## src/sv/cxbs_pkg.sv

```systemverilog
// ----------------------------------------------------------------------------
// cxbs_pkg
// Types, sizes and helpers for the chained XOR byte scrambler.
// ----------------------------------------------------------------------------
package cxbs_pkg;

  localparam int KEY_DEPTH = 256;
  localparam int MAX_CHUNK = 65536;

  localparam int KEY_AW   = (KEY_DEPTH > 1) ? $clog2(KEY_DEPTH) : 1;
  localparam int KEY_LW   = $clog2(KEY_DEPTH + 1);
  localparam int CHUNK_PW = (MAX_CHUNK > 1) ? $clog2(MAX_CHUNK) : 1;
  localparam int CHUNK_LW = $clog2(MAX_CHUNK + 1);

  localparam logic [31:0] LCG_MUL = 32'd1103515245;
  localparam logic [31:0] LCG_ADD = 32'd12345;

  localparam logic [8:0]  KEY_LENGTH_RESET   = 9'd256;
  localparam logic [16:0] CHUNK_LENGTH_RESET = 17'd256;

  typedef enum logic [1:0] {
    CMD_DATA    = 2'd0,
    CMD_KEY     = 2'd1,
    CMD_RESTART = 2'd2
  } cmd_t;

  typedef enum logic [1:0] {
    CFG_KEY_MODE     = 2'd0,
    CFG_DIRECTION    = 2'd1,
    CFG_KEY_LENGTH   = 2'd2,
    CFG_CHUNK_LENGTH = 2'd3
  } cfg_index_t;

  typedef struct packed {
    cmd_t       command;
    logic [7:0] data_byte;
    logic [7:0] key_index;
    logic       last_in;
  } item_t;

  typedef struct packed {
    logic [7:0] out_byte;
    logic       last_out;
  } result_t;

  function automatic logic [KEY_LW-1:0] clamp_key_length(logic [8:0] v);
    if (v == 9'd0) return KEY_LW'(1);
    if (32'(v) > KEY_DEPTH) return KEY_LW'(KEY_DEPTH);
    return KEY_LW'(v);
  endfunction

  function automatic logic [CHUNK_LW-1:0] clamp_chunk_length(logic [16:0] v);
    if (v == 17'd0) return CHUNK_LW'(1);
    if (32'(v) > MAX_CHUNK) return CHUNK_LW'(MAX_CHUNK);
    return CHUNK_LW'(v);
  endfunction

endpackage

```

## src/sv/chained_xor_byte_scrambler.sv

```systemverilog
// ----------------------------------------------------------------------------
// chained_xor_byte_scrambler
// Byte scrambler with ciphertext feedback and stored or LCG-generated keys.
// ----------------------------------------------------------------------------
// Usage:
//   The item channel (item_valid / item_stall / item) carries commands: process
//   a data byte, write a key byte into the key store, or restart the stream.
//   Only data bytes produce a transaction on the result channel
//   (result_valid / result_stall / result), in order, with last_in copied.
//   The cfg channel (cfg_valid / cfg_ready, always ready) writes key_mode,
//   direction, key_length and chunk_length; write it only while idle.
// Timing:
//   One item per cycle sustained while the result channel is not stalled. A data
//   byte passes the synchronous key store read into the read stage registers,
//   then the LCG step and XOR into the output register.
// Reset:
//   Synchronous rst clears positions, LCG seed, feedback byte and registers
//   to their defaults. The key store is not cleared; write keys before use.
// Stall:
//   A stalled result holds; the read stage keeps accepting into an empty
//   slot, and item_stall rises only when both stages hold transactions.
// ----------------------------------------------------------------------------
module chained_xor_byte_scrambler (
  input  logic                    clk,
  input  logic                    rst,
  input  logic                    item_valid,
  output logic                    item_stall,
  input  cxbs_pkg::item_t         item,
  output logic                    result_valid,
  input  logic                    result_stall,
  output cxbs_pkg::result_t       result,
  input  logic                    cfg_valid,
  output logic                    cfg_ready,
  input  cxbs_pkg::cfg_index_t    cfg_index,
  input  logic [16:0]             cfg_data
);
  import cxbs_pkg::*;

  logic [7:0]          key_store [KEY_DEPTH];
  logic [7:0]          key_rdata;

  logic                key_mode;
  logic                direction;
  logic [KEY_LW-1:0]   key_len;
  logic [CHUNK_LW-1:0] chunk_len;

  logic [KEY_AW-1:0]   key_pos;
  logic [CHUNK_PW-1:0] chunk_pos;

  logic                s1_valid;
  cmd_t                s1_cmd;
  logic                s1_reseed;
  logic [7:0]          s1_data;
  logic                s1_last;

  logic [31:0]         lcg_seed;
  logic [7:0]          feedback_byte;

  logic                accept;
  logic                out_open;
  logic                s1_fire;
  logic                is_data;
  logic                is_key;
  logic                is_restart;
  logic                key_wr_ok;
  logic                reseed;
  logic                use_store;
  logic [KEY_AW:0]     key_pos_inc;
  logic [CHUNK_PW:0]   chunk_pos_inc;
  logic [KEY_AW-1:0]   key_pos_next;
  logic [CHUNK_PW-1:0] chunk_pos_next;
  logic [31:0]         seed_base;
  logic [31:0]         seed_next;
  logic [7:0]          key_byte;
  logic [7:0]          cipher;

  assign cfg_ready  = 1'b1;
  assign out_open   = !result_valid || !result_stall;
  assign item_stall = s1_valid && !out_open;
  assign accept     = item_valid && !item_stall;
  assign s1_fire    = s1_valid && out_open;

  assign is_data    = (item.command == CMD_DATA);
  assign is_key     = (item.command == CMD_KEY);
  assign is_restart = (item.command == CMD_RESTART);
  assign key_wr_ok  = (32'(item.key_index) < KEY_DEPTH);

  assign reseed    = key_mode && (chunk_pos == '0);
  assign use_store = !key_mode || reseed;

  assign key_pos_inc    = {1'b0, key_pos} + 1'b1;
  assign chunk_pos_inc  = {1'b0, chunk_pos} + 1'b1;
  assign key_pos_next   = (key_pos_inc >= (KEY_AW + 1)'(key_len)) ? '0
                                                                  : key_pos_inc[KEY_AW-1:0];
  assign chunk_pos_next = (chunk_pos_inc >= (CHUNK_PW + 1)'(chunk_len)) ? '0
                                                                        : chunk_pos_inc[CHUNK_PW-1:0];

  // Configuration registers
  always_ff @(posedge clk) begin
    if (rst) begin
      key_mode  <= 1'b0;
      direction <= 1'b0;
      key_len   <= clamp_key_length(KEY_LENGTH_RESET);
      chunk_len <= clamp_chunk_length(CHUNK_LENGTH_RESET);
    end else if (cfg_valid && cfg_ready) begin
      case (cfg_index)
        CFG_KEY_MODE:     key_mode  <= cfg_data[0];
        CFG_DIRECTION:    direction <= cfg_data[0];
        CFG_KEY_LENGTH:   key_len   <= clamp_key_length(cfg_data[8:0]);
        CFG_CHUNK_LENGTH: chunk_len <= clamp_chunk_length(cfg_data);
        default: ;
      endcase
    end
  end

  // Key store: write key bytes, read the current key position
  always_ff @(posedge clk) begin
    if (accept && is_key && key_wr_ok) begin
      key_store[KEY_AW'(item.key_index)] <= item.data_byte;
    end
    if (accept) begin
      key_rdata <= key_store[key_pos];
    end
  end

  // Read stage: advance positions
  always_ff @(posedge clk) begin
    if (rst) begin
      key_pos   <= '0;
      chunk_pos <= '0;
      s1_valid  <= 1'b0;
    end else begin
      if (accept) begin
        s1_valid <= is_data || is_restart;
      end else if (s1_fire) begin
        s1_valid <= 1'b0;
      end
      if (accept && is_restart) begin
        key_pos   <= '0;
        chunk_pos <= '0;
      end else if (accept && is_data) begin
        if (use_store) begin
          key_pos <= key_pos_next;
        end
        if (key_mode) begin
          chunk_pos <= chunk_pos_next;
        end
      end
    end
  end

  always_ff @(posedge clk) begin
    if (accept) begin
      s1_cmd    <= item.command;
      s1_reseed <= reseed;
      s1_data   <= item.data_byte;
      s1_last   <= item.last_in;
    end
  end

  // Key stage: LCG step, XOR and feedback
  assign seed_base = s1_reseed ? {24'd0, key_rdata} : lcg_seed;
  assign seed_next = seed_base * LCG_MUL + LCG_ADD;
  assign key_byte  = key_mode ? seed_next[23:16] : key_rdata;
  assign cipher    = s1_data ^ key_byte ^ feedback_byte;

  always_ff @(posedge clk) begin
    if (rst) begin
      lcg_seed      <= '0;
      feedback_byte <= '0;
      result_valid  <= 1'b0;
    end else begin
      if (s1_fire) begin
        result_valid <= (s1_cmd == CMD_DATA);
      end else if (!result_stall) begin
        result_valid <= 1'b0;
      end
      if (s1_fire && s1_cmd == CMD_RESTART) begin
        lcg_seed      <= '0;
        feedback_byte <= '0;
      end else if (s1_fire && s1_cmd == CMD_DATA) begin
        if (key_mode) begin
          lcg_seed <= seed_next;
        end
        feedback_byte <= direction ? s1_data : cipher;
      end
    end
  end

  always_ff @(posedge clk) begin
    if (s1_fire && s1_cmd == CMD_DATA) begin
      result.out_byte <= cipher;
      result.last_out <= s1_last;
    end
  end

  a_stall_needs_full_pipe: assert property (@(posedge clk) disable iff (rst)
    item_stall |-> (s1_valid && result_valid && result_stall))
    else $error("item_stall without both stages occupied");

  a_result_from_read_stage: assert property (@(posedge clk) disable iff (rst)
    $rose(result_valid) |-> $past(s1_valid))
    else $error("result appeared without a transaction in the read stage");

  a_restart_clears_positions: assert property (@(posedge clk) disable iff (rst)
    (accept && is_restart) |=> (key_pos == '0 && chunk_pos == '0))
    else $error("restart did not clear key and chunk positions");

  a_reset_empties_pipe: assert property (@(posedge clk)
    rst |=> (!result_valid && !s1_valid))
    else $error("pipeline not empty after reset");

  a_chunk_held_in_stored_mode: assert property (@(posedge clk) disable iff (rst)
    (accept && is_data && !key_mode) |=> $stable(chunk_pos))
    else $error("chunk position moved in stored key mode");

endmodule
```

## config.mk

```make
export PLATFORM = sky130hd
export DESIGN_NAME = chained_xor_byte_scrambler
export DESIGN_NICKNAME = d
export VERILOG_FILES = /design/src/sv/cxbs_pkg.sv /design/src/sv/chained_xor_byte_scrambler.sv
export SDC_FILE = /design/constraint.sdc
export NUM_CORES = 2
export LEC_CHECK = 0
export BUFFER_PORTS_ARGS = -buffer_cell sky130_fd_sc_hd__buf_2
export CAP_MARGIN = 5
export CORE_MARGIN = 2
export CORE_UTILIZATION = 50
export DETAILED_ROUTE_END_ITERATION = 12
export GPL_ROUTABILITY_DRIVEN = 0
export PLACE_DENSITY = 0.66
export SYNTH_ARGS = -nofsm -noshare
export SYNTH_HDL_FRONTEND = slang
export SYNTH_SLANG_ARGS = --single-unit
```

## constraint.sdc

```tcl
create_clock -name clk -period 19.9 [get_ports clk]
set_clock_uncertainty 0.1 [all_clocks]
set_input_delay 3.98 -clock clk [delete_from_list [all_inputs] [get_ports clk]]
set_output_delay 3.98 -clock clk [all_outputs]
set_load 0.01 [all_outputs]
```

# After elaboration in Yosys (flattened, before gate mapping)

Memories as Yosys holds them, arrays and structs flattened. A register that Yosys moved wholly into a read port is not among the register bits.
Cells that the tools add are included.

Equal/unequal tests: 7
Add/sub/neg operators: 3
Reductions and logical operators: 33
Mux-type cells: 37
Bitwise logic cells: 2
Multipliers: 1
$lt $le $gt $ge: 4

Operator list:

| operator                                              | number |
|---|---|
| two-way mux 17 bit                                    | 4 |
| two-way mux 9 bit                                     | 4 |
| adder 32 x 14 -> 32 bit, second input constant        | 1 |
| multiplier 32 x 31 -> 32 bit, second input constant   | 1 |
| two-way mux 32 bit                                    | 1 |
| two-way mux 1 bit                                     | 24 |
| two-way mux 8 bit                                     | 3 |
| adder 16 x 1 -> 17 bit, second input constant         | 1 |
| greater-or-equal comparator 17 bit                    | 1 |
| greater-than comparator 17 bit, second input constant | 1 |
| zero test 17 bit                                      | 1 |
| zero test 16 bit                                      | 1 |
| two-way mux 16 bit                                    | 1 |
| bitwise XOR 8 bit                                     | 2 |
| AND reduction 2 bit                                   | 7 |
| adder 8 x 1 -> 9 bit, second input constant           | 1 |
| greater-or-equal comparator 9 bit                     | 1 |
| greater-than comparator 9 bit, second input constant  | 1 |
| logical AND 1 bit                                     | 9 |
| zero test 9 bit                                       | 1 |
| equality test 2 bit, second input constant            | 4 |
| zero test 2 bit                                       | 3 |
| zero test 1 bit                                       | 5 |
| equality test 2 x 1 -> 1 bit, second input constant   | 2 |
| 4 further kinds                                       | 7 |

Output and inout bits: 12
Memories: 1
Bits in writable memories: 2,048
Word-level logic and storage cells: 104
Register bits after elaboration: 115

Memory list:

| name      | words | bits a word | rd ports | clocked after Yosys merged registers in | wr ports | RTL line                         | text |
|---|---|---|---|---|---|---|---|
| key_store | 256   | 8           | 1        | 1                                       | 1        | chained_xor_byte_scrambler.sv:39 | `logic [7:0] key_store [KEY_DEPTH];` |

# Longest topological paths before layout

Depth in word-level cells: 11
Depth in mapped cells: 29
Depth with buffers taken out: 27

# Worst setup path before layout

OpenSTA, ideal clock, no wires.

Path kind: input-to-output
From: input port result_stall
To: output port item_stall
Stages on the path: 2
Path slack: 11.642 ns
Buffers on the path: 0
Arrival time: 4.178 ns
Path through: nand3_1 -> inv_1

Word-level cells in the longest chain between the ends: 4

RTL lines:

| element            | RTL line                         | text |
|---|---|---|
| start: declaration | chained_xor_byte_scrambler.sv:30 | `input logic result_stall,` |
| zero test 1 bit    | n/a                              |  |
| logical OR 1 bit   | chained_xor_byte_scrambler.sv:78 | `assign out_open = !result_valid \|\| !result_stall;` |
| zero test 1 bit    | chained_xor_byte_scrambler.sv:79 | `assign item_stall = s1_valid && !out_open;` |
| logical AND 1 bit  | chained_xor_byte_scrambler.sv:79 |  |
| end: declaration   | chained_xor_byte_scrambler.sv:27 | `output logic item_stall,` |

No other way between the ends.

# Final worst setup path

Same ends and word-level chain as after synthesis.

==> flow_summary.toml <==
[run_status]
status = "completed"

[synthesis]
synth.area.top_cells = "edfxtp_1 69%, mux4_2 17%, ha_1 2.3%"
yosysSeqAreaShare_pct = 71.10
synth.ff_latch_count = 2163
synth_fp_nets = 4815
ys_types = 64
synth_simple_gate_area_share_pct = 2.888
yosys_warnings = 0
synth-async-reset-ratio_pct = 0
synthMuxAreaShare_pct = 16.96
synth.avg_cell_area_sq_um = 20.01
synth_top_area_share_pct = 69.19
synth_xor_area_share_pct = 0.8383
yosysTopAreaCell = "edfxtp_1"
synth-compound-area-share_pct = 1.542
synth_edf_count = 2077
synth_area_sq_um = 90150
syn_inst = 4506
yosys.area_share.adder_pct = 4.533
synth_top_family_by_area = "multiplexers"
ys.flop_type = "edfxtp_1"

[finish]
layout-drive-gt1-share_pct = 23.37
fill_cells = 13396
postLayoutCoreUtil_pct = 55.94
nNetsFinal = 4913
fin_area_sq_um = 100000
area_growth_syn_to_layout_pct = 10.96

[detailed_routing]
route.vias.total = 42954
dr.pass1.iters = 5
remaining_drc_errors = 0
vias_per_cell = 6.013
wl_um = 201800
drtIter0Drc = 4542
ant_nets = 0
routedWlPerCell_um = 28.25

[critical_path]
crit_start = "result_stall"
start_kind = "input pin"
reg2regPathDepth = 24
critPathKind = "input pin to output pin"
rrSetupSlack_ps = 11690
cp-endpoint = "item_stall"
critical_path_required_ps = 15820
r2r-end = "feedback_byte[6]$_SDFFE_PP0P_"
worstSetupPathDepth = 4
end_kind = "output pin"
critPathArrivalTime_ps = 4380
critPathTopFamily = "buffers and inverters"
cp_slowest_stage_delay_ps = 130
crit_path_frequent_cell = "buf_2"
cp_slowest_cell = "buf_2"
rr_startpoint = "s1_reseed$_DFFE_PP_"
path_cells = "buf_2 -> nand3_1 -> inv_1 -> buf_2"
cp_num_buf_inv = 3
path_max_fanout = 3

[global_routing]
grt_antenna_before_repair = 11
grt_pass1_vias = 43770
grt_overflow = 0
grt_start_max_net_pins = 167
groute.usage.overall_pct = 22.23
grt_pass1_wl_um = 300500

[floorplanning]
coreArea_sq_um = 178800
initial_utilization_pct = 50.41
std_cell_rows = 155
die_height_um = 428.6
io_pins = 55
dieArea_sq_um = 183700
die_x_um = 428.6

[placement]
portBuffers = 53
place_area_sq_um = 93030
dp.final_hpwl_um = 125700
post-place-ws_ps = 11440

[clock_network]
holdBufCountCts = 0
clk_path_buf_depth = 3
cts_buffers = 207
cts.clk_slew.worst_paths_ps = 60
cts_tree = "yes"
cts-resized-gates = 0
cts_root_buffer = "clkbuf_16"
insertion_delay_ps = 850
postCtsSetupRepairBufs = 0
h-tree-depth = 4
cts.sinks = 2163

[timing]
fmax_mhz = 118.2
slew_headroom_pct = 14.66
finalSetupViolCount = 0
fin_tns_setup_ps = 0
drv_slew = 0
fin_crit_sh_pct = 42.53
rsz0062_at_grt = "no"
finalHoldViolCount = 0
worstMarginPinSlew_ps = 1280
layout_min_cycle_time_ps = 8464
fin_ws_ps = 11440

[pwr]
irDropWorstVdd_mv = 0.07605
leakage_uw = 0.03161
p_per_area_nw_per_um2 = 94.82

[worst_hold_path]
min_path_type = "register to register"

[run]
maxCapViolations = 0
## sequential cells by signal, summed over array words and instances, names as in the netlist, 2 cells and up
name / flops
s1_data: 8
key_store: 2048
key_len: 9
key_pos: 8
key_rdata: 8
s1_cmd: 2
lcg_seed: 24
feedback_byte: 8
result: 9
chunk_len: 17
chunk_pos: 16
## cell families after synthesis
logic type,after synthesis
flip-flops,2163
other,1
XOR/XNOR,83
adder cells (fa/ha/maj),266
multiplexers,687
AND/OR/NAND/NOR,608
AO/OA/AOI/OAI,212
buffers and inverters,486
## cells in the mapped netlist (all sizes together) (7+ instances only)
cell    number
a211oi      10
mux4       672
buf         76
nor3        12
xnor2       56
a21oi       69
and3         7
a21o        22
nand4        7
o211ai      20
nand3       37
nand3b       9
nor3b        7
clkbuf     144
edfxtp    2077
dfxtp       86
mux2i        9
nor2b       18
nand2b      16
o21ai       23
a31oi        7
xor2        25
nor2       326
inv        265
fa         101
nand2      143
nor4         8
ha         165
a22oi       29
## area by class of cell
class / count / area, sq um / area share, %
Antenna cell: 5 / 12.51 / 0.01251
Clock buffer: 242 / 5375 / 5.374
Clock inverter: 147 / 1607 / 1.606
Inverter: 266 / 998.5 / 0.9982
Multi-Input combinational cell: 1857 / 24160 / 24.15
Sequential cell: 2163 / 64110 / 64.09
Tap cell: 2355 / 2947 / 2.946
Timing Repair Buffer: 109 / 815.8 / 0.8156
## placed cells by master, fill, tap and decap left out, types with 9 or more instances in the layout
| cell type | synthesis | routed |
|---|---|---|
| a211oi_1 | 10 | 10 |
| a21o_1 | 22 | 22 |
| a21oi_1 | 69 | 69 |
| a22oi_1 | 29 | 29 |
| buf_2 | 43 | 45 |
| buf_4 | 8 | 52 |
| bufinv_16 | 0 | 30 |
| clkbuf_1 | 144 | 32 |
| clkbuf_16 | 0 | 210 |
| clkinv_1 | 1 | 50 |
| clkinv_2 | 0 | 35 |
| clkinvlp_4 | 0 | 12 |
| dfxtp_1 | 86 | 80 |
| edfxtp_1 | 2077 | 2077 |
| fa_1 | 101 | 101 |
| ha_1 | 165 | 165 |
| inv_1 | 265 | 265 |
| mux2i_1 | 9 | 9 |
| mux4_2 | 672 | 672 |
| nand2_1 | 143 | 143 |
| nand2b_1 | 16 | 16 |
| nand3_1 | 37 | 33 |
| nand3b_1 | 9 | 9 |
| nor2_1 | 326 | 325 |
| nor2b_1 | 18 | 18 |
| nor3_1 | 12 | 12 |
| o211ai_1 | 20 | 20 |
| o21ai_0 | 22 | 22 |
| xnor2_1 | 56 | 56 |
| xor2_1 | 25 | 25 |
## metal layers
metal | wire (um) | GRT usage [%] | part of all wire, %
met5 | 0 | 0 | 0
met4 | 5447 | 6.702 | 2.7
met3 | 13890 | 3.589 | 6.9
met2 | 96880 | 34.69 | 48
met1 | 85600 | 32.66 | 42
## worst min-delay path by stage
stage,endpoint,start,slack [ps],depth (start not counted)
2_1_floorplan,result[0]$_DFFE_PP_,s1_last$_DFFE_PP_,300,0
3_3_place_gp,result[0]$_DFFE_PP_,s1_last$_DFFE_PP_,300,0
3_5_place_dp,result[0]$_DFFE_PP_,s1_last$_DFFE_PP_,300,0
4_1_cts,result[0]$_DFFE_PP_,s1_last$_DFFE_PP_,320,0
5_1_grt,result[0]$_DFFE_PP_,s1_last$_DFFE_PP_,320,0
6_report,result[0]$_DFFE_PP_,s1_last$_DFFE_PP_,320,0
## per-stage QoR
| stage | hold slack, ps | std cells | total power [uW] |
|---|---|---|---|
| 6_report | 317.7 | 7144 | 9484 |
| 5_1_grt | 324.6 | 7143 | 9753 |
| 4_1_cts | 319.1 | 7139 | 9547 |
| 3_5_place_dp | 304.5 | 6750 | 5553 |
| 3_3_place_gp | 301.3 | 6750 | 5548 |
| 2_1_floorplan | 300.3 | 4506 | 5368 |
## power by group
part / leakage [uW] / total [uW] / internal (uW) / switching, uW
clock network: 0.00338 / 4030 / 2330 / 1700
logic: 0.00885 / 452 / 167 / 285
registers: 0.0194 / 5000 / 4990 / 7.67
total: 0.0316 / 9480 / 7490 / 2000
(Power assumes the default switching activity.)
